**src/rtl/gcpd_ram.sv**
```systemverilog
// Generic single-write, single-read synchronous RAM with registered read data.
// Standalone; no package needed.
`timescale 1ns / 1ps

module gcpd_ram #(
    parameter int WIDTH = 8,
    parameter int DEPTH = 256
) (
    input  logic                                   i_clk,
    input  logic                                   i_we,
    input  logic [(DEPTH > 1 ? $clog2(DEPTH) : 1)-1:0] i_waddr,
    input  logic [WIDTH-1:0]                       i_wdata,
    input  logic                                   i_re,
    input  logic [(DEPTH > 1 ? $clog2(DEPTH) : 1)-1:0] i_raddr,
    output logic [WIDTH-1:0]                       o_rdata
);

    logic [WIDTH-1:0] r_mem [DEPTH];

    always_ff @(posedge i_clk) begin
        if (i_we) begin
            r_mem[i_waddr] <= i_wdata;
        end
        if (i_re) begin
            o_rdata <= r_mem[i_raddr];
        end
    end

endmodule

```
**config.mk**
```make
export PLATFORM = sky130hd
export DESIGN_NAME = gcpd_ram
export DESIGN_NICKNAME = d
export VERILOG_FILES = /design/src/rtl/gcpd_ram.sv
export SDC_FILE = /design/constraint.sdc
export NUM_CORES = 2
export LEC_CHECK = 0
export ABC_CLOCK_PERIOD_IN_PS = 6900
export BUFFER_PORTS_ARGS = -buffer_cell sky130_fd_sc_hd__buf_2
export CORE_UTILIZATION = 40
export CTS_BUF_LIST = sky130_fd_sc_hd__clkbuf_16
export CTS_CLUSTER_DIAMETER = 100
export DETAILED_ROUTE_END_ITERATION = 10
export MAX_ROUTING_LAYER = met4
export PLACE_DENSITY_LB_ADDON = 0.05
export SLEW_MARGIN = 0
export SYNTH_ARGS = -nofsm -noshare
export SYNTH_HDL_FRONTEND = slang
export SYNTH_SLANG_ARGS = --single-unit
```
**constraint.sdc**
```tcl
create_clock -name i_clk -period 6.9 [get_ports i_clk]
set_clock_uncertainty 0.05 [all_clocks]
set_input_delay 1.725 -clock i_clk [delete_from_list [all_inputs] [get_ports i_clk]]
set_output_delay 1.725 -clock i_clk [all_outputs]
set_load 0.01 [all_outputs]
```
==> insert_results.sql <==
INSERT INTO impl_metrics (metric_group, metric, value, unit) VALUES
('clock_tree', 'cts_tree', 'done', ''),
('critical_path', 'regToRegEndpoint', 'o_rdata[7]', ''),
('route', 'detail_route.wirelength', '221000', 'µm'),
('sta', 'final.min_clock_period', '4.88', 'ns'),
('sta', 'grt_setup_unrepaired', 'no', ''),
('final_layout', 'area_growth', '12.9', '%'),
('yosys', 'synth_largest_area_cell', 'edfxtp_1', ''),
('sta', 'setup-violations-final', '0', ''),
('grt', 'grt.overflow.total', '0', ''),
('yosys', 'yosys-top-cells-area', 'edfxtp_1, mux4_2, mux2i_1', ''),
('floorplan', 'design.die.area', '0.201', 'mm²'),
('final_layout', 'postLayoutCellArea', '0.0899', 'mm²'),
('clock_tree', 'cts_root_buf', 'clkbuf_16', ''),
('critical_path', 'critical_path_class', 'primary input to register', ''),
('final_layout', 'post-route-util', '45.5', '%'),
('grt', 'gr_util_all_layers', '22.9', '%'),
('final_layout', 'multiInputGateArea', '0.0165', 'mm²'),
('critical_path', 'timing.critical_path.slowest_stage_cell', 'nor4_1', ''),
('route', 'route.detailed.wl_per_inst', '33.0', 'µm'),
('yosys', 'ys_seq_area_share', '77.5', '%'),
('critical_path', 'crit_path_frequent_cell', 'a21oi_1', ''),
('place', 'routabilityCongestion', '0.810', ''),
('yosys', 'synthesis.instances', '3733', ''),
('route', 'initialDrtViolationCount', '3829', ''),
('run_status', 'run_status', 'complete, no violations', ''),
('pwr', 'p_leak', '27.7', 'nW'),
('sta', 'final_hold_viol_count', '0', ''),
('floorplan', 'floorplan.core_area', '0.198', 'mm²'),
('worst_hold_path', 'worstHoldEndpoint', 'o_rdata[3]', ''),
('yosys', 'number_of_flops_mapped_to_enable_cells_by_yosys', '2056', ''),
('final_layout', 'num-fill-cells', '16500', ''),
('critical_path', 'critPathMaxStageDelay', '1.00', 'ns'),
('yosys', 'synthDominantCellAreaShare', '77.5', '%'),
('yosys', 'synth.distinct_cells', '54', ''),
('final_layout', 'most_common_library_cell_in_the_layout_ignoring_fill_and_taps', 'edfxtp_1', ''),
('pwr', 'power.density', '295', 'mW/mm²'),
('place', 'post-place-cells', '6293', ''),
('final_layout', 'post_route_cells_drive_above_1_share', '23.1', '%'),
('final_layout', 'layout.cells.most_common_list', 'edfxtp_1, mux4_2, nor2_1', ''),
('worst_hold_path', 'hold_depth', '6', ''),
('place', 'port_buffers', '34', ''),
('clock_tree', 'htreeDepth', '4', ''),
('pwr', 'peakVddDrop', '0.239', 'mV'),
('sta', 'worst_hold_slack', '1.05', 'ns'),
('critical_path', 'required', '7.41', 'ns'),
('clock_tree', 'cts.repair.resized', '0', ''),
('job', 'maxCapViolCount', '0', ''),
('yosys', 'async_flop_share', '0', '%'),
('yosys', 'ys_warn_count', '0', ''),
('critical_path', 'worstSetupEndpointType', 'register', ''),
('sta', 'slew_headroom', '13.2', '%'),
('clock_tree', 'cts_setup_buffers', '0', ''),
('floorplan', 'start_util', '40.3', '%'),
('route', 'drt-vias-per-instance', '5.77', ''),
('worst_hold_path', 'min_from', 'r_mem[41][3]', ''),
('route', 'num_vias', '38600', ''),
('yosys', 'synth_area', '0.0796', 'mm²'),
('final_layout', 'nets', '3900', ''),
('yosys', 'postSynth.topFlopCell', 'edfxtp_1', ''),
('clock_tree', 'cts_hold_repair.buffers', '0', ''),
('floorplan', 'die-height', '448', 'µm'),
('clock_tree', 'worstSkewPairLatency', '0.87', 'ns'),
('route', 'drt_drc_violations_left', '0', ''),
('floorplan', 'floorplan.io_pins', '35', ''),
('grt', 'largest_net_degree_at_the_start_of_global_routing', '163', ''),
('final_layout', 'finish.cell_count_without_fillers', '6701', ''),
('yosys', 'synth_nets', '3760', ''),
('grt', 'initial_antenna_violation_count', '13', ''),
('clock_tree', 'clk_pin_slew_worst_paths', '0.06', 'ns'),
('yosys', 'synth_seq_cells', '2056', ''),
('yosys', 'syn-mean-instance-area', '21.3', 'µm²');
==> worst max-delay path, delay by kind of cell <==
family	cells	cell delay (ns)
AO/OA/AOI/OAI	3	0.82
buffers and inverters	2	0.91
AND/OR/NAND/NOR	3	1.76
==> cells by family after synthesis <==
group | Yosys count | synth area share [%]
AND/OR/NAND/NOR | 466 | 2.63
multiplexers | 591 | 14.6
AO/OA/AOI/OAI | 385 | 3.42
buffers and inverters | 235 | 1.83
flip-flops | 2056 | 77.5
==> worst max path at each step <==
stage | from | to | slack (ns) | depth (start not counted)
after floorplan | i_raddr[0] | o_rdata[2] | 3.05 | 9
after global placement | i_raddr[0] | o_rdata[0] | 1.01 | 9
after detailed placement | i_raddr[1] | o_rdata[6] | 1.12 | 8
after CTS | i_raddr[1] | o_rdata[6] | 2.06 | 8
after global routing | i_raddr[0] | o_rdata[6] | 2.02 | 9
final | i_raddr[1] | o_rdata[6] | 2.02 | 8
==> stage by stage <==
stage                     power [mW]  setup slack [ns]
after detailed placement        15.4              1.12
after global routing            27.3              2.02
after CTS                       26.7              2.06
final                           26.5              2.02
after floorplan                 14.7              3.05
after global placement          15.4              1.01
==> cells in the mapped netlist, types with 2 or more instances <==
cell type and number:
edfxtp_1 2056, mux4_2 454, nor2_1 282, mux2i_1 134, a22oi_1 133, clkbuf_1 111, a21oi_1 96, o221ai_1 46
nand3_1 34, nand2_1 33, buf_2 31, nor2b_1 31, o22ai_1 28, buf_4 27, nor4_1 24, buf_1 22
nor3_1 22, buf_6 21, a211oi_1 16, a221oi_1 13, buf_8 13, nand4_1 10, o211ai_1 10, o21ai_0 10
a22o_1 8, buf_12 8, nand2b_1 8, and2_1 6, o22a_1 5, o32ai_1 4, or2_2 4, nor4_2 3
a2111oi_0 2, a2111oi_1 2, a311oi_1 2, a31oi_1 2, and3b_1 2, mux4_1 2, nand3b_1 2, o21ai_1 2
==> metal layers <==
metal  up-vias  routed length (µm)  global-route usage, %
met5         -                   0                      -
met1     21100               93800                   30.9
met3       278               12600                   3.32
met2      1213              111000                   37.0
met4         0                4210                   5.05
li1      16000                   -                      -
==> cell type report <==
class | count | area share (%)
flip-flops and latches | 2056 | 68.7
multi-input cells | 1442 | 18.4
clock buffers | 220 | 6.12
well taps | 2640 | 3.67
clock inverters | 185 | 1.63
repair buffers | 153 | 1.54
inverters | 2 | 0.00835
diodes | 3 | 0.00835
==> registers in the layout, summed over array words and instances, names as in the netlist <==
register,flops
r_mem,2048
o_rdata,8
==> power by group <==
part / internal, mW / total [mW] / leakage (nW) / switching [mW]
sequential: 13.8 / 13.8 / 18.5 / 0.0177
clock: 6.55 / 11.4 / 3.60 / 4.85
combinational: 0.421 / 1.29 / 5.62 / 0.867
(Power assumes the default switching activity.)
